**config.mk**
```make
export PLATFORM = sky130hd
export DESIGN_NAME = infix_to_postfix_converter
export DESIGN_NICKNAME = d
export VERILOG_FILES = /design/src/rtl/core/ifp_pkg.sv /design/src/rtl/core/infix_to_postfix_converter.sv /design/src/rtl/core/ifp_ctrl.sv /design/src/rtl/core/ifp_datapath.sv
export SDC_FILE = /design/constraint.sdc
export NUM_CORES = 1
export LEC_CHECK = 0
export ABC_CLOCK_PERIOD_IN_PS = 10100
export BUFFER_PORTS_ARGS = -buffer_cell sky130_fd_sc_hd__buf_4
export CORE_UTILIZATION = 30
export CTS_CLUSTER_SIZE = 30
export DETAILED_ROUTE_END_ITERATION = 8
export SLEW_MARGIN = 20
export SYNTH_ARGS = -nofsm -noshare
export SYNTH_HDL_FRONTEND = slang
export SYNTH_HIERARCHICAL = 1
export SYNTH_SLANG_ARGS = --single-unit
```
**constraint.sdc**
```tcl
create_clock -name i_clk -period 10.1 [get_ports i_clk]
set_input_delay 1.01 -clock i_clk [delete_from_list [all_inputs] [get_ports i_clk]]
set_output_delay 1.01 -clock i_clk [all_outputs]
set_load 0.02 [all_outputs]
```
**src/rtl/core/ifp_pkg.sv**
```systemverilog
// Shared types, character codes and precedence decode for the infix-to-postfix converter.
// Used by ifp_ctrl, ifp_datapath and infix_to_postfix_converter; depends on nothing.
package ifp_pkg;

    localparam logic [7:0] C_CARET   = 8'h5E;
    localparam logic [7:0] C_STAR    = 8'h2A;
    localparam logic [7:0] C_SLASH   = 8'h2F;
    localparam logic [7:0] C_PLUS    = 8'h2B;
    localparam logic [7:0] C_MINUS   = 8'h2D;
    localparam logic [7:0] C_LPAREN  = 8'h28;
    localparam logic [7:0] C_RPAREN  = 8'h29;
    localparam logic [7:0] C_LOWER_A = 8'h61;
    localparam logic [7:0] C_LOWER_Z = 8'h7A;
    localparam logic [7:0] C_UPPER_A = 8'h41;
    localparam logic [7:0] C_UPPER_Z = 8'h5A;

    typedef enum logic [1:0] {
        EMIT_CHAR = 2'd0,
        EMIT_TOP  = 2'd1,
        EMIT_ZERO = 2'd2
    } t_emit_sel;

    typedef struct packed {
        logic      load;
        logic      push;
        logic      pop;
        logic      emit;
        t_emit_sel sel;
        logic      term;
        logic      ovf;
    } t_ctrl_cmd;

    typedef struct packed {
        logic is_end;
        logic is_letter;
        logic is_lparen;
        logic is_rparen;
        logic empty;
        logic full;
        logic top_lparen;
        logic pop_ok;
        logic can_emit;
    } t_ctrl_status;

    // Precedence rank: 0 for anything that is not an arithmetic operator.
    function automatic logic [1:0] prec_of(input logic [7:0] ch);
        logic [1:0] p;
        begin
            p = 2'd0;
            if (ch == C_CARET) begin
                p = 2'd3;
            end else if (ch == C_STAR || ch == C_SLASH) begin
                p = 2'd2;
            end else if (ch == C_PLUS || ch == C_MINUS) begin
                p = 2'd1;
            end
            return p;
        end
    endfunction

endpackage

```
**src/rtl/core/infix_to_postfix_converter.sv**
```systemverilog
// Top level of the infix-to-postfix converter (shunting-yard scheme).
// Instantiates ifp_ctrl and ifp_datapath; depends on ifp_pkg.
//
// One request carries one expression character (or an end mark); it is taken when the
// block is idle and then worked through one result per step, plus a step for a push or
// a discarded '(' that produces nothing; no new request is taken until it is done.
// The stack sits in a single memory whose read port prefetches the top entry each
// cycle, which sets the pace of one pop per cycle while the output stage is free.
// Results leave through a registered output stage; the block stalls while that stage
// is full and not taken. A push onto a full stack drops the character and yields one
// result with the overflow flag set.
module infix_to_postfix_converter #(
    parameter int STACK_DEPTH = 32
) (
    input  logic       i_clk,
    input  logic       i_rst_n,
    input  logic       i_in_valid,
    output logic       o_in_ready,
    input  logic [7:0] i_in_char,
    input  logic       i_end_of_expr,
    output logic       o_out_valid,
    input  logic       i_out_ready,
    output logic [7:0] o_out_char,
    output logic       o_terminator,
    output logic       o_overflow
);

    ifp_pkg::t_ctrl_cmd    cmd;
    ifp_pkg::t_ctrl_status status;

    ifp_ctrl u_ctrl (
        .i_clk      (i_clk),
        .i_rst_n    (i_rst_n),
        .i_in_valid (i_in_valid),
        .o_in_ready (o_in_ready),
        .i_status   (status),
        .o_cmd      (cmd)
    );

    ifp_datapath #(
        .STACK_DEPTH (STACK_DEPTH)
    ) u_datapath (
        .i_clk         (i_clk),
        .i_rst_n       (i_rst_n),
        .i_in_char     (i_in_char),
        .i_end_of_expr (i_end_of_expr),
        .i_out_ready   (i_out_ready),
        .i_cmd         (cmd),
        .o_status      (status),
        .o_out_valid   (o_out_valid),
        .o_out_char    (o_out_char),
        .o_terminator  (o_terminator),
        .o_overflow    (o_overflow)
    );

    a_no_push_pop: assert property (@(posedge i_clk) disable iff (!i_rst_n)
        !(cmd.push && cmd.pop))
        else $error("push and pop in one cycle");

    a_emit_slot_free: assert property (@(posedge i_clk) disable iff (!i_rst_n)
        cmd.emit |-> (!o_out_valid || i_out_ready))
        else $error("result written over an untaken one");

    a_busy_after_request: assert property (@(posedge i_clk) disable iff (!i_rst_n)
        (i_in_valid && o_in_ready) |=> !o_in_ready)
        else $error("ready held after a request was taken");

    a_overflow_only_when_full: assert property (@(posedge i_clk) disable iff (!i_rst_n)
        cmd.ovf |-> (status.full && !cmd.push))
        else $error("overflow reported with room on the stack");

endmodule

```
**src/rtl/core/ifp_ctrl.sv**
```systemverilog
// Sequencer for the infix-to-postfix converter: takes a request, then pops,
// pushes and emits one step per cycle when not stalled. Depends on ifp_pkg.
module ifp_ctrl (
    input  logic                 i_clk,
    input  logic                 i_rst_n,
    input  logic                 i_in_valid,
    output logic                 o_in_ready,
    input  ifp_pkg::t_ctrl_status i_status,
    output ifp_pkg::t_ctrl_cmd    o_cmd
);

    typedef enum logic [1:0] {
        S_IDLE = 2'b01,
        S_WORK = 2'b10
    } t_state;

    t_state r_state;
    t_state n_state;

    assign o_in_ready = (r_state == S_IDLE);

    always_comb begin
        n_state    = r_state;
        o_cmd      = '0;
        o_cmd.sel  = ifp_pkg::EMIT_CHAR;
        unique case (r_state)
            S_IDLE: begin
                if (i_in_valid) begin
                    o_cmd.load = 1'b1;
                    n_state    = S_WORK;
                end
            end
            S_WORK: begin
                if (i_status.can_emit) begin
                    if (i_status.is_end) begin
                        o_cmd.emit = 1'b1;
                        if (!i_status.empty) begin
                            o_cmd.sel = ifp_pkg::EMIT_TOP;
                            o_cmd.pop = 1'b1;
                        end else begin
                            o_cmd.sel  = ifp_pkg::EMIT_ZERO;
                            o_cmd.term = 1'b1;
                            n_state    = S_IDLE;
                        end
                    end else if (i_status.is_letter) begin
                        o_cmd.emit = 1'b1;
                        n_state    = S_IDLE;
                    end else if (i_status.is_rparen) begin
                        if (!i_status.empty && !i_status.top_lparen) begin
                            o_cmd.emit = 1'b1;
                            o_cmd.sel  = ifp_pkg::EMIT_TOP;
                            o_cmd.pop  = 1'b1;
                        end else begin
                            o_cmd.pop = !i_status.empty;
                            n_state   = S_IDLE;
                        end
                    end else if (!i_status.is_lparen && !i_status.empty
                                 && i_status.pop_ok) begin
                        o_cmd.emit = 1'b1;
                        o_cmd.sel  = ifp_pkg::EMIT_TOP;
                        o_cmd.pop  = 1'b1;
                    end else if (i_status.full) begin
                        o_cmd.emit = 1'b1;
                        o_cmd.sel  = ifp_pkg::EMIT_ZERO;
                        o_cmd.ovf  = 1'b1;
                        n_state    = S_IDLE;
                    end else begin
                        o_cmd.push = 1'b1;
                        n_state    = S_IDLE;
                    end
                end
            end
            default: begin
                n_state = S_IDLE;
            end
        endcase
    end

    always_ff @(posedge i_clk) begin
        if (!i_rst_n) begin
            r_state <= S_IDLE;
        end else begin
            r_state <= n_state;
        end
    end

endmodule

```
**src/rtl/core/ifp_datapath.sv**
```systemverilog
// Datapath of the infix-to-postfix converter: request latch, operator stack
// memory with prefetched top entry, and the result register. Depends on ifp_pkg.
module ifp_datapath #(
    parameter int STACK_DEPTH = 32
) (
    input  logic                  i_clk,
    input  logic                  i_rst_n,
    input  logic [7:0]            i_in_char,
    input  logic                  i_end_of_expr,
    input  logic                  i_out_ready,
    input  ifp_pkg::t_ctrl_cmd    i_cmd,
    output ifp_pkg::t_ctrl_status o_status,
    output logic                  o_out_valid,
    output logic [7:0]            o_out_char,
    output logic                  o_terminator,
    output logic                  o_overflow
);

    localparam int AW = (STACK_DEPTH > 1) ? $clog2(STACK_DEPTH) : 1;
    localparam int CW = $clog2(STACK_DEPTH + 1);
    localparam logic [CW-1:0] DEPTH_C = CW'(STACK_DEPTH);

    logic [7:0]    r_mem [STACK_DEPTH];
    logic [7:0]    r_ch;
    logic          r_end;
    logic [CW-1:0] r_count;
    logic [CW-1:0] n_count;
    logic [CW-1:0] top_idx;
    logic [AW-1:0] rd_addr;
    logic [AW-1:0] wr_addr;
    logic [7:0]    r_top;
    logic          r_out_valid;
    logic [7:0]    r_out_char;
    logic          r_term;
    logic          r_ovf;

    always_comb begin
        n_count = r_count;
        if (i_cmd.push) begin
            n_count = r_count + CW'(1);
        end else if (i_cmd.pop) begin
            n_count = r_count - CW'(1);
        end
        top_idx = (n_count == '0) ? '0 : (n_count - CW'(1));
    end

    assign rd_addr = top_idx[AW-1:0];
    assign wr_addr = r_count[AW-1:0];

    always_ff @(posedge i_clk) begin
        if (i_cmd.push) begin
            r_mem[wr_addr] <= r_ch;
        end
        if (i_cmd.push && wr_addr == rd_addr) begin
            r_top <= r_ch;
        end else begin
            r_top <= r_mem[rd_addr];
        end
        if (i_cmd.load) begin
            r_ch  <= i_in_char;
            r_end <= i_end_of_expr;
        end
        if (i_cmd.emit) begin
            unique case (i_cmd.sel)
                ifp_pkg::EMIT_CHAR: r_out_char <= r_ch;
                ifp_pkg::EMIT_TOP:  r_out_char <= r_top;
                default:            r_out_char <= 8'd0;
            endcase
            r_term <= i_cmd.term;
            r_ovf  <= i_cmd.ovf;
        end
    end

    always_ff @(posedge i_clk) begin
        if (!i_rst_n) begin
            r_count     <= '0;
            r_out_valid <= 1'b0;
        end else begin
            r_count <= n_count;
            if (i_cmd.emit) begin
                r_out_valid <= 1'b1;
            end else if (i_out_ready) begin
                r_out_valid <= 1'b0;
            end
        end
    end

    always_comb begin
        o_status.is_end     = r_end;
        o_status.is_letter  = (r_ch >= ifp_pkg::C_LOWER_A && r_ch <= ifp_pkg::C_LOWER_Z)
                           || (r_ch >= ifp_pkg::C_UPPER_A && r_ch <= ifp_pkg::C_UPPER_Z);
        o_status.is_lparen  = (r_ch == ifp_pkg::C_LPAREN);
        o_status.is_rparen  = (r_ch == ifp_pkg::C_RPAREN);
        o_status.empty      = (r_count == '0);
        o_status.full       = (r_count >= DEPTH_C);
        o_status.top_lparen = (r_top == ifp_pkg::C_LPAREN);
        o_status.pop_ok     = (ifp_pkg::prec_of(r_top) >= ifp_pkg::prec_of(r_ch));
        o_status.can_emit   = !r_out_valid || i_out_ready;
    end

    assign o_out_valid  = r_out_valid;
    assign o_out_char   = r_out_char;
    assign o_terminator = r_term;
    assign o_overflow   = r_ovf;

endmodule
```
== Yosys cells after proc, flatten, opt, wreduce, memory -nomap -nowiden ==
Memories as Yosys holds them, arrays and structs flattened. A register that Yosys moved wholly into a read port is not among the register bits.
Index checks and enable logic that the tools add are counted.
W data, S select, Z words.

* Latch bits: 0
* Memories kept: 1
* Memory bits (read-only): 0
* Logic and storage cells: 113
* Register bits: 28
* Bits in writable memories: 256
* Bits of input ports: 13

{| class="wikitable"
|+ Memories
! memory !! words !! bits a word !! read ports !! clocked after memory_dff !! wr ports !! line !! RTL
|-
| u_datapath.r_mem || 32 || 8 || 1 || 1 || 1 || ifp_datapath.sv:23 || <nowiki>logic [7:0] r_mem [STACK_DEPTH];</nowiki>
|}

* Equal/unequal tests: 21
* Divide/modulo/power cells: 0
* Muxes and demuxes: 50
* Shift-type cells: 0
* Bitwise logic cells: 2
* Order comparisons: 6
* Reduce and logical (&&, ||, !) cells: 22
* Add/subtract/negate cells: 3
* Multipliers: 0

{| class="wikitable"
|+ Operators with widths
! kind !! count
|-
| $eq A8 B6 Y1 const B || 11
|-
| $mux W2 || 15
|-
| $mux W1 || 23
|-
| $eq A8 B7 Y1 const B || 2
|-
| $ge A8 B7 Y1 const B || 2
|-
| $le A8 B7 Y1 const B || 2
|-
| $pmux W8 S2 || 1
|-
| $mux W7 || 2
|-
| $logic_not A6 Y1 || 2
|-
| $mux W6 || 2
|-
| $ne A5 B4 Y1 const B || 2
|-
| $mux W3 || 3
|-
| $mux W4 || 2
|-
| $add A6 B1 Y6 const B || 1
|-
| $ge A6 B6 Y1 const B || 1
|-
| $logic_or A1 B1 Y1 || 6
|-
| $reduce_or A6 Y1 || 1
|-
| $sub A6 B1 Y6 const B || 1
|-
| $logic_and A1 B1 Y1 || 5
|-
| $mux W5 || 1
|-
| $reduce_and A5 Y1 || 1
|-
| $sub A5 B1 Y5 const B || 1
|-
| $eq A2 B1 Y1 const B || 2
|-
| $logic_not A1 Y1 || 4
|-
| other kinds (9) || 11
|}

== Longest topological paths before layout ==
Gate-level depths: netlist of run 1.

* Depth after elaboration: 17
* Gate-level depth with buffers: 24
* Gate-level depth less buffers: 19

== Cells and area by module ==
Netlist of run 1, hierarchy kept.

{| class="wikitable"
|+ Modules (own cells, without submodules)
! module !! cells an instance !! instances !! area an instance (µm²) !! seq. area each (µm²)
|-
| ifp_datapath || 569 || 1 || 11533.6 || 8498.2
|-
| ifp_ctrl || 35 || 1 || 256.5 || 40.0
|}

== Least setup slack after synthesis of run 1 ==
Ideal clock, no wire load.

* Path type: register -> register
* Start point: reg (tool-made name)
* End point: reg (tool-made name)
* Buffers on the path: 3
* Setup time: 0.131 ns
* Arrival time: 5.162 ns
* Stages on the path, launching flop included: 22
* Setup slack: 4.807 ns
* Cells stage by stage: dfxtp_1 -> buf_2 -> clkbuf_1 -> mux4_2 -> mux4_2 -> mux2i_1 -> nor2b_2 -> and3_1 -> a31oi_1 -> ha_1 -> nand2b_1 -> a21o_1 -> or3b_4 -> nand2_1 -> nor3_1 -> clkbuf_1 -> mux2_2 -> inv_1 -> ha_1 -> or3b_2 -> nor3b_1 -> nor2_1

==> results by group, run 1 <==
Synth
  – Synth cell count leaders: edfxtp_1 (275), mux4_2 (61), nor2_1 (59), mux4_1 (15), nand2_1 (15)
  – Seq/Total Area, Yosys: 72.4%
  – Synth Instances: between 600 and 700
  – Syn Nets: 624
  – Largest family of logic cells by synthesized area: multiplexers
  – Number of synthesized flops with an enable pin: around 280
  – Main flop type after synthesis: edfxtp_1
  – Distinct cells, synth: 52
  – Largest area contributor in the netlist: edfxtp_1
  – Compound-gate portion of the synthesized area: 2.39%
  – Syn Area/Cell: 19.5 um^2
  – Proportion of synthesized area in mux cells: about 16%
  – XOR/XNOR share of the synthesized area: less than 1%
  – Mapped cell area: 11800 um^2
  – Async SR Flop Fraction: 0%
  – Top-count cell post-synth: edfxtp_1
  – Top-area cell type share of the netlist area: 70.0%
  – Synth top area cells: edfxtp_1 (70%), mux4_2 (12%), mux4_1 (3.3%)
  – Post-synthesis simple-gate area fraction: 6.03%
  – Seq cells post-synth: ~290
  – Ys Warns: 6
  – Synth Area in Adders: 0.743%

Floorplan
  – Die ar.: 40100 um^2
  – Die width: 200 um
  – Chip height: 200 um
  – I/O pin count: 25
  – Core area: 38700 um^2
  – Row cnt: 72
  – Starting Density: 30.4%

Clock network
  – Clock latency on the worst-skew pair: about 540 ps
  – CTS tree: done
  – Post-cts gate resize count: 0
  – Clk root buf: clkbuf_16
  – Max clock buf depth: 3
  – Clk slew on worst S/H paths: about 60 ps
  – Postcts setup bufs: 0
  – Inserted Clock Buffers: 28
  – CTS sink cnt: a little under 300
  – Cts hold-fix bufs: 0
  – CTS H-tree depth: 1

Critical path
  – Worst R2R Path Depth: 19
  – Critical path fanouts, max: 40
  – Reg-to-reg slack, setup: 3070 ps
  – Setup CP Type: reg2reg
  – Worst setup EP type: flip-flop
  – CP Launch Type: flip-flop
  – Crit path arrival time: 7440 ps
  – CP Data Required Time: 10510 ps

Global route
  – Met1 Resource Use GR: 17.6%
  – GRT busiest layer: met2
  – Vias in the first global route: 5771
  – Met2 Track Usage GR: 20.2%
  – Largest net degree at the start of global routing: 49
  – First-pass GRT wire length: about 37000 um
  – All-Layer GR Usage: 12.3%
  – Initial antenna violation count: 0
  – Met3 usage: 1.17%
  – Total grt overflow: 0

STA
  – RSZ-0062 raised after global routing: false
  – Pins over their slew limit: 0
  – PnR worst setup slack: ~3100 ps
  – Final period util: a little over two thirds
  – Fin. Hold Viols: 0
  – Least-Margin Pin Slew: ~990 ps
  – Setup TNS: 0 ps
  – Min cycle time layout: 7030 ps
  – Final setup skew: 21.3 ps
  – Slew HR: 33.5%
  – Endpoints failing setup: 0
  – Maximum clock rate: 142 MHz

Cells and area
  – Design area: 13400 um^2
  – Fin nets: 661
  – Filler cell count: about 3.7k
  – Ant. Diodes: 0
  – Area Growth Syn to Fin: 13.8%
  – Layout cells sized above 1: a little under a quarter
  – Fin cells: 1181

Worst hold path
  – Hold/Removal Path Class: in2reg
  – WHS Path Cells: 1
  – Hold path start: i_in_char[4]
  – Hold EP: u_datapath/r_ch[4]

Placed design
  – Inst Count DP: 1129
  – Port-buffer cells: 24
  – Placed cell area: 12500 um^2
  – Worst slack at placement: roughly 3100 ps
  – HPWL Detailed: 15600 um
  – Final GP Congestion: 0.801

Power and ir drop
  – Combinational group share of total power: 2.4%
  – Pint: 0.00191 W
  – Switch share: 19.6%
  – Static leakage power: 4.11 nW
  – Clk pwr share: between 40% and 50%
  – Sequential Power Share: 55.6%
  – PD cells: 177 nW/um^2
  – Net Sw Power: roughly 0.00047 W
  – Maximum vdd drop: 0.000101 V

Detailed routing
  – Via density: between 4 and 5
  – Drt first pass iters: 4
  – Routed wire per std cell: ~21 um
  – DRT antenna net count: 0
  – DRC: 0
  – Via Count: 5690
  – Routed WL: 24700 um
  – DRT iter0 DRCs: 478

Status
  – Status: finished, final reports clean

Job
  – Max_cap viols: 0
stage by stage:
stage,hold slack [ps],util [%],power (W)
finish,647,34.6,0.00238
global route,628,34.6,0.00245
CTS,631,34.6,0.00240
detailed placement,641,32.3,0.00141
global placement,621,32.3,0.00141
floorplan,548,-,0.00138
critical path: stages (launching register included):
cell	delay, ps
dfxtp_4	880
buf_4	550
mux4_1	630
mux4_2	490
mux2i_1	250
nand4bb_1	160
nor4b_2	330
a31oi_1	90
ha_1	330
nand2b_1	150
a21o_1	190
or3b_4	250
nand2_1	70
nor3_1	760
nand2_1	430
nand2_1	170
xor2_1	120
or3b_2	500
nor3b_1	410
nor2_1	90
flip-flops by register name (all words and copies together), names as in the netlist, named ones only:
name                     count
u_datapath/o_out_char        8
u_datapath/r_mem           256
u_datapath/r_count           6
u_datapath/r_ch              8
u_datapath/o_out_valid       1
u_datapath/r_end             1
u_datapath/o_terminator      1
u_datapath/o_overflow        1
u_ctrl/r_state               2
how the worst max path moves through the flow:
| stage | cells past startpoint | from | end | slack, ps |
|---|---|---|---|---|
| floorplan | 21 | flip-flop | flip-flop | 4810 |
| finish | 19 | flip-flop | flip-flop | 3070 |
| global placement | 19 | flip-flop | flip-flop | 3200 |
| CTS | 19 | flip-flop | flip-flop | 3040 |
| global route | 19 | flip-flop | flip-flop | 2500 |
| detailed placement | 19 | flip-flop | flip-flop | 3080 |
kinds of logic after synthesis:
logic type	count (synthesis)
buf+inv	37
mux	86
xor+xnor	10
compound gates	39
flops	289
simple gates	136
fa+ha+maj	7
power by group through the flow:
stage          clock (W)  combinational [W]  sequential (W)
6_report         0.00100          0.0000579         0.00132
3_5_place_dp           0          0.0000588         0.00135
5_1_grt          0.00107          0.0000634         0.00132
3_3_place_gp           0          0.0000578         0.00135
2_1_floorplan          0          0.0000224         0.00136
4_1_cts          0.00102          0.0000589         0.00132
area by class of cell:
type                            count  area (um^2)  share of cell area, %
Timing Repair Buffer               34          255                   1.90
Clock inverter                     10         77.6                  0.578
Sequential cell                   289         8540                   63.7
Inverter                           10         37.5                  0.280
Multi-Input combinational cell    278         3050                   22.7
Clock buffer                       42          806                   6.01
Tap cell                          518          648                   4.83
layer usage:
metal,up-vias,routed length (um)
met5,-,0
met1,3000,11500
met3,19,1000
met2,135,12000
li1,2536,-
met4,0,267
cell usage in the layout, fill, tap and decap left out, types with 2 or more instances in the layout:
cell,Yosys,final
clkbuf_1,12,11
mux4_1,15,15
a211oi_1,7,6
o22ai_1,8,8
o21bai_1,2,2
nand3_1,6,6
xor2_1,5,5
nand4_1,2,2
nand2_1,15,15
buf_4,5,34
nor2b_1,6,6
inv_1,9,9
nor2_1,59,59
mux2_2,2,2
nand3b_1,7,7
or3b_2,6,6
or3_1,3,3
edfxtp_1,275,275
nor3b_1,3,3
clkbuf_16,0,30
o21a_1,3,3
nor3_1,9,9
xnor2_1,5,5
ha_1,7,7
mux2i_1,7,7
mux4_2,61,61
and2_1,5,5
clkinv_2,0,4
dfxtp_1,14,12
nand2b_1,6,6
a21oi_1,5,4
a21o_1,3,3
o21ai_0,5,5
clkinv_1,1,4
Power figures use the tool's default switching activity.
==> inputs of run 2 (changes only) <==
ABC_AREA = 1   (was unset)
ABC_CLOCK_PERIOD_IN_PS = 6440   (was 10100)
clock period = 6.44 ns   (was 10.1 ns; I/O delays follow)
==> run 2 against run 1 <==
Compared with the run above: die area up 5.5%; final area up 5.6%; utilization about the same; clock skew fell by 7.9 ps; power grew 79%; sequential cell count unchanged; maximum frequency up 35%; wire length is 22% higher; critical path type unchanged; largest cell class unchanged; highest routed layer unchanged.
==> results by group, run 2 <==
Clock network
  – Cts hold-fix bufs: 0
  – Clock latency on the worst-skew pair: 550 ps
  – Clk root buf: clkbuf_16
  – CTS tree: done
  – CTS H-tree depth: 1
  – Postcts setup bufs: 0
  – Post-cts gate resize count: 0
  – CTS sink cnt: approximately 290
  – Inserted Clock Buffers: 30
  – Max clock buf depth: 3
  – Clk slew on worst S/H paths: 60 ps

Floorplan
  – Die ar.: 42300 um^2
  – Die width: 206 um
  – I/O pin count: 25
  – Starting Density: 30.4%
  – Core area: 40900 um^2
  – Row cnt: 74
  – Chip height: 206 um

Synth
  – Proportion of synthesized area in mux cells: 0%
  – Distinct cells, synth: 39
  – Synth Area in Adders: less than 1%
  – Largest area contributor in the netlist: edfxtp_1
  – Synth cell count leaders: nand2_1 (405), edfxtp_1 (275), nand3_1 (215), nor2_1 (68), inv_1 (39)
  – Synth Instances: 1147
  – Async SR Flop Fraction: 0%
  – Mapped cell area: 12400 um^2
  – Top-area cell type share of the netlist area: about two thirds
  – Top-count cell post-synth: nand2_1
  – Syn Nets: 1167
  – XOR/XNOR share of the synthesized area: 0.352%
  – Seq cells post-synth: 289
  – Main flop type after synthesis: edfxtp_1
  – Syn Area/Cell: 10.9 um^2
  – Post-synthesis simple-gate area fraction: 24.4%
  – Synth top area cells: edfxtp_1 (66%), nand2_1 (12%), nand3_1 (8.6%)
  – Largest family of logic cells by synthesized area: simple AND/OR/NAND/NOR gates
  – Ys Warns: 6
  – Seq/Total Area, Yosys: 68.6%
  – Number of synthesized flops with an enable pin: 275
  – Compound-gate portion of the synthesized area: 1.44%

Detailed routing
  – Routed wire per std cell: 17.4 um
  – DRT antenna net count: 0
  – Routed WL: 30000 um
  – Via density: 4.87
  – Via Count: 8392
  – Drt first pass iters: 5
  – DRC: 0
  – DRT iter0 DRCs: 854

Global route
  – First-pass GRT wire length: 46700 um
  – Met1 Resource Use GR: 19.8%
  – Met2 Track Usage GR: 23.2%
  – Met3 usage: 1.35%
  – Vias in the first global route: 8202
  – All-Layer GR Usage: 14.3%
  – Largest net degree at the start of global routing: 129
  – Initial antenna violation count: 0
  – Total grt overflow: 0
  – GRT busiest layer: met2

Critical path
  – Max stage delay on crit path: just under 800 ps
  – CP dominant cell by count: nand2_1
  – CP Data Required Time: ~6600 ps
  – Crit path arrival time: between 5000 and 6000 ps
  – Worst path cell trace: inv_2 > buf_12 > nand3_1 > nand3_1 > nand2_1 > nand2_1 > nand3_1 > nand2_1 > nand2_2 > nor2_4 > nand2_1 > nand2_1 > nor2_1 > ha_1 > o21ai_0 > nand2_1 > nand2_1 > nor2_1 > nor2_1 > nand2_1 > nor2_1 > nand2_1 > nor2_1
  – Slowest CP cell: nor2_1
  – CP Launch Type: flip-flop
  – Worst setup EP type: flip-flop
  – Critical path fanouts, max: 37
  – Setup CP Type: reg2reg

STA
  – PnR worst setup slack: 1220 ps
  – Min cycle time layout: approximately 5200 ps
  – Maximum clock rate: 192 MHz
  – Least-Margin Pin Slew: 1080 ps
  – Endpoints failing setup: 0
  – Final setup skew: 13.5 ps
  – Final period util: 81.0%
  – Fin. Hold Viols: 0
  – Slew HR: about 28%
  – RSZ-0062 raised after global routing: false
  – Pins over their slew limit: 0
  – Setup TNS: 0 ps

Placed design
  – HPWL Detailed: 18500 um
  – Port-buffer cells: 24
  – Inst Count DP: 1668
  – Worst slack at placement: approximately 1300 ps
  – Final GP Congestion: 0.898

Power and ir drop
  – Maximum vdd drop: 0.000199 V
  – PD cells: 300 nW/um^2
  – Final total power: 0.00425 W
  – Static leakage power: 5.18 nW

Cells and area
  – Commonest non-fill, non-tap cells in the layout: nand2_1 (405), edfxtp_1 (275), nand3_1 (215)
  – Sequential cell area: 8540 um^2
  – Layout cells sized above 1: around a tenth
  – Multi-input gate area in the final layout: 3350 um^2
  – Filler cell count: 4101
  – Most common cell after layout, fill and taps aside: nand2_1
  – Fin cells: 1724
  – Largest register FFs: 256
  – Ant. Diodes: 0
  – Largest register by flop count: u_datapath/r_mem
  – Fin nets: about 1.2k
  – Area Growth Syn to Fin: 13.8%

Job
  – Max_cap viols: 0

Status
  – Status: finished, final reports clean

Worst hold path
  – Hold/Removal Path Class: in2reg
[run 2: path summary, 6_finish.rpt]
kind	end	startpoint	slack [ps]	cells after the start
hold reg to reg	u_datapath/o_out_valid	u_datapath/o_out_valid	600	2
setup reg to reg	u_datapath/r_mem[6][1]	flip-flop	1220	23
hold / removal	u_datapath/r_ch[5]	i_in_char[5]	280	1
setup / recovery	u_datapath/r_mem[6][1]	flip-flop	1220	23
[run 2: cell type report]
type | count | share of cell area, %
inverter | 47 | 1.26
timing repair buffer | 45 | 2.56
tap | 532 | 4.70
clock inverter | 15 | 1.61
sequential | 289 | 60.3
clock buffer | 41 | 5.95
multi-input combinational | 755 | 23.6
[run 2: cell families after synthesis]
family | count (synthesis)
AOI/OAI and AO/OA | 29
xor gates and xnor gates | 5
adders and majority gates | 7
buffers and inverters | 103
DFF | 289
and+or+nand+nor | 714
[run 2: report_power, final]
group	switching, W	internal [W]
clock	0.000695	0.00115
sequential	0.0000212	0.00207
combinational	0.000224	0.0000854
[run 2: critical path, delay by kind of cell, from the launching register on]
kind                     cells  cell delay, ps
AND/OR/NAND/NOR             19            3200
buffers and inverters        2             840
flip-flops                   1             320
adder cells (fa/ha/maj)      1             270
AO/OA/AOI/OAI                1             170
[run 2: layer usage]
metal  part of all wire, %  vias to the layer above
met5                     0                        -
met4                   3.1                        0
met3                   4.8                       58
met2                    47                      257
met1                    45                     4095
li1                      -                     3982
[run 2: stage by stage]
| stage | instance area (um^2) | util, % | hold WS [ps] |
|---|---|---|---|
| 3_5_place_dp | 13100 | 32.0 | 588 |
| 6_report | 14200 | 34.6 | 281 |
| 2_1_floorplan | 12400 | - | 572 |
| 4_1_cts | 14200 | 34.6 | 257 |
| 3_3_place_gp | 13100 | 32.0 | 592 |
| 5_1_grt | 14200 | 34.6 | 262 |
==> inputs of run 3 (changes only) <==
ABC_CLOCK_PERIOD_IN_PS = 5220   (was 6440)
clock period = 5.22 ns   (was 6.44 ns; I/O delays follow)
==> run 3 against run 2 <==
Compared with the run above: via count is 1.8% higher; critical path type unchanged; sequential share of layout area decreased by 0.62 points; final cell count grew 1.7%; power is 18% higher; maximum frequency up 9.8%; clock skew fell by 3.4 ps; largest power group unchanged; first-iteration DRC count is 8.3% lower; global-route usage rose by 0.11 points.
==> results by group, run 3 (synthesized netlist as in run 2, its figures left out) <==
STA
  – Final period util: 91.0%
  – Min cycle time layout: roughly 4800 ps
  – Fin. Hold Viols: 0
  – Endpoints failing setup: 0
  – Slew HR: 39.1%
  – Maximum clock rate: 210 MHz
  – Pins over their slew limit: 0
  – Least-Margin Pin Slew: 913 ps
  – Final setup skew: between 10 and 15 ps
  – Setup TNS: 0 ps
  – RSZ-0062 raised after global routing: false

Cells and area
  – Most common cell after layout, fill and taps aside: nand2_1
  – Fin nets: 1217
  – Largest register FFs: 256
  – Largest register by flop count: u_datapath/r_mem
  – Commonest non-fill, non-tap cells in the layout: nand2_1 (405), edfxtp_1 (275), nand3_1 (215)
  – Layout cells sized above 1: about an eighth
  – Ant. Diodes: 0
  – Post-layout util: 35.0%
  – Area Growth Syn to Fin: 15.0%

Global route
  – All-Layer GR Usage: 14.5%
  – Vias in the first global route: between 8k and 9k
  – Total grt overflow: 0
  – Largest net degree at the start of global routing: 99
  – First-pass GRT wire length: 47000 um
  – Initial antenna violation count: 0

Clock network
  – CTS H-tree depth: 1
  – Post-cts gate resize count: 0
  – Clock latency on the worst-skew pair: 560 ps
  – Clk root buf: clkbuf_16
  – Inserted Clock Buffers: 30
  – Clk slew on worst S/H paths: approximately 60 ps
  – Cts hold-fix bufs: 0
  – Max clock buf depth: 3
  – CTS sink cnt: 289
  – Postcts setup bufs: 0
  – CTS tree: done

Placed design
  – Final GP Congestion: 0.948
  – HPWL Detailed: approximately 19000 um
  – Port-buffer cells: 24

Critical path
  – Max stage delay on crit path: 690 ps
  – CP Data Required Time: 5400 ps
  – CP dominant cell by count: nand2_1
  – Critical path fanouts, max: 29
  – Worst path cell trace: clkinv_2 > buf_4 > nand2_1 > nand3_1 > nand3_1 > nand2_1 > nand2_1 > nand3_1 > nand2_1 > nand2_2 > nor2_4 > nand2_1 > nand2_1 > nor2_1 > ha_1 > o21ai_0 > nand2_1 > nand2_1 > nor2_1 > nor2_1 > nand2_1 > nor2_4 > nand2_1 > nor2_1
  – CP Launch Type: flip-flop
  – Crit path arrival time: 4940 ps
  – Setup CP Type: reg2reg
  – Worst setup EP type: flip-flop
  – Slowest CP cell: nor2_1

Power and ir drop
  – PD cells: roughly 350 nW/um^2
  – Static leakage power: 5.30 nW
  – Maximum vdd drop: around 0.00029 V

Detailed routing
  – Via Count: around 8.5k
  – DRT antenna net count: 0
  – Via density: between 4 and 5
  – Routed wire per std cell: 17.6 um
  – DRC: 0
  – Routed WL: 30800 um
  – Drt first pass iters: 5
  – DRT iter0 DRCs: 783

Floorplan
  – Chip height: 206 um
  – Row cnt: 74
  – I/O pin count: 25
  – Die width: between 200 and 250 um
  – Starting Density: 30.4%
  – Die ar.: 42300 um^2
  – Core area: 40900 um^2

Status
  – Status: finished, final reports clean

Job
  – Max_cap viols: 0

Worst hold path
  – Hold/Removal Path Class: in2reg
[run 3: changes by cell type in the layout (fill, tap and decap cells not counted), moves of 3 or more]
cell and change:
buf_4 +26, clkinv_2 +8, bufinv_16 -5, clkbuf_1 -3, clkinv_1 +3, clkinvlp_4 -3
[run 3: critical path: cells and delay by family, from the launching register on]
family | cells | cell delay [ps]
AO/OA/AOI/OAI | 1 | 170
buffers and inverters | 2 | 500
AND/OR/NAND/NOR | 20 | 2900
flip-flops | 1 | 500
adder cells (fa/ha/maj) | 1 | 280
[run 3: report_power, final]
group / total (W) / switching (W) / internal (W)
sequential: 0.00258 / 0.0000237 / 0.00255
combinational: 0.000404 / 0.000290 / 0.000113
clock: 0.00201 / 0.000861 / 0.00115
total: 0.00500 / 0.00118 / 0.00382
[run 3: per-layer routing]
layer  global-route usage [%]  share of wire (%)  up-vias
met3                     1.93                6.5       52
met2                     23.4                 47      269
met4                     4.21                2.1        0
li1                         -                  -     4040
met5                        0                  0        -
met1                     20.1                 44     4179
[run 3: final cells by class]
type | instances | area [um^2]
timing repair buffer | 74 | 631
tap | 532 | 666
multi-input combinational | 755 | 3360
clock inverter | 19 | 115
clock buffer | 37 | 818
fill | 4042 | 26600
sequential | 289 | 8540
inverter | 47 | 179
[run 3: stage by stage]
stage / instances / instance area (um^2) / power (W) / worst slack, ps / hold slack (ps)
6_report: 1753 / 14300 / 0.00500 / 469 / 139
5_1_grt: 1753 / 14300 / 0.00516 / 41.8 / 130
4_1_cts: 1752 / 14300 / 0.00502 / 245 / 124
3_5_place_dp: 1696 / 13300 / 0.00302 / 248 / 601
3_3_place_gp: 1696 / 13300 / 0.00302 / 417 / 593
2_1_floorplan: 1147 / 12400 / 0.00289 / 1560 / 572
[run 3: final timing paths]
path,startpoint,to,slack [ps],depth (start not counted)
worst max-delay path,flip-flop,u_datapath/r_mem[9][6],470,24
worst min-delay path,i_in_char[2],u_datapath/r_ch[2],140,1
worst max register to register,flip-flop,u_datapath/r_mem[9][6],470,24
worst min register to register,u_datapath/o_out_valid,u_datapath/o_out_valid,610,2
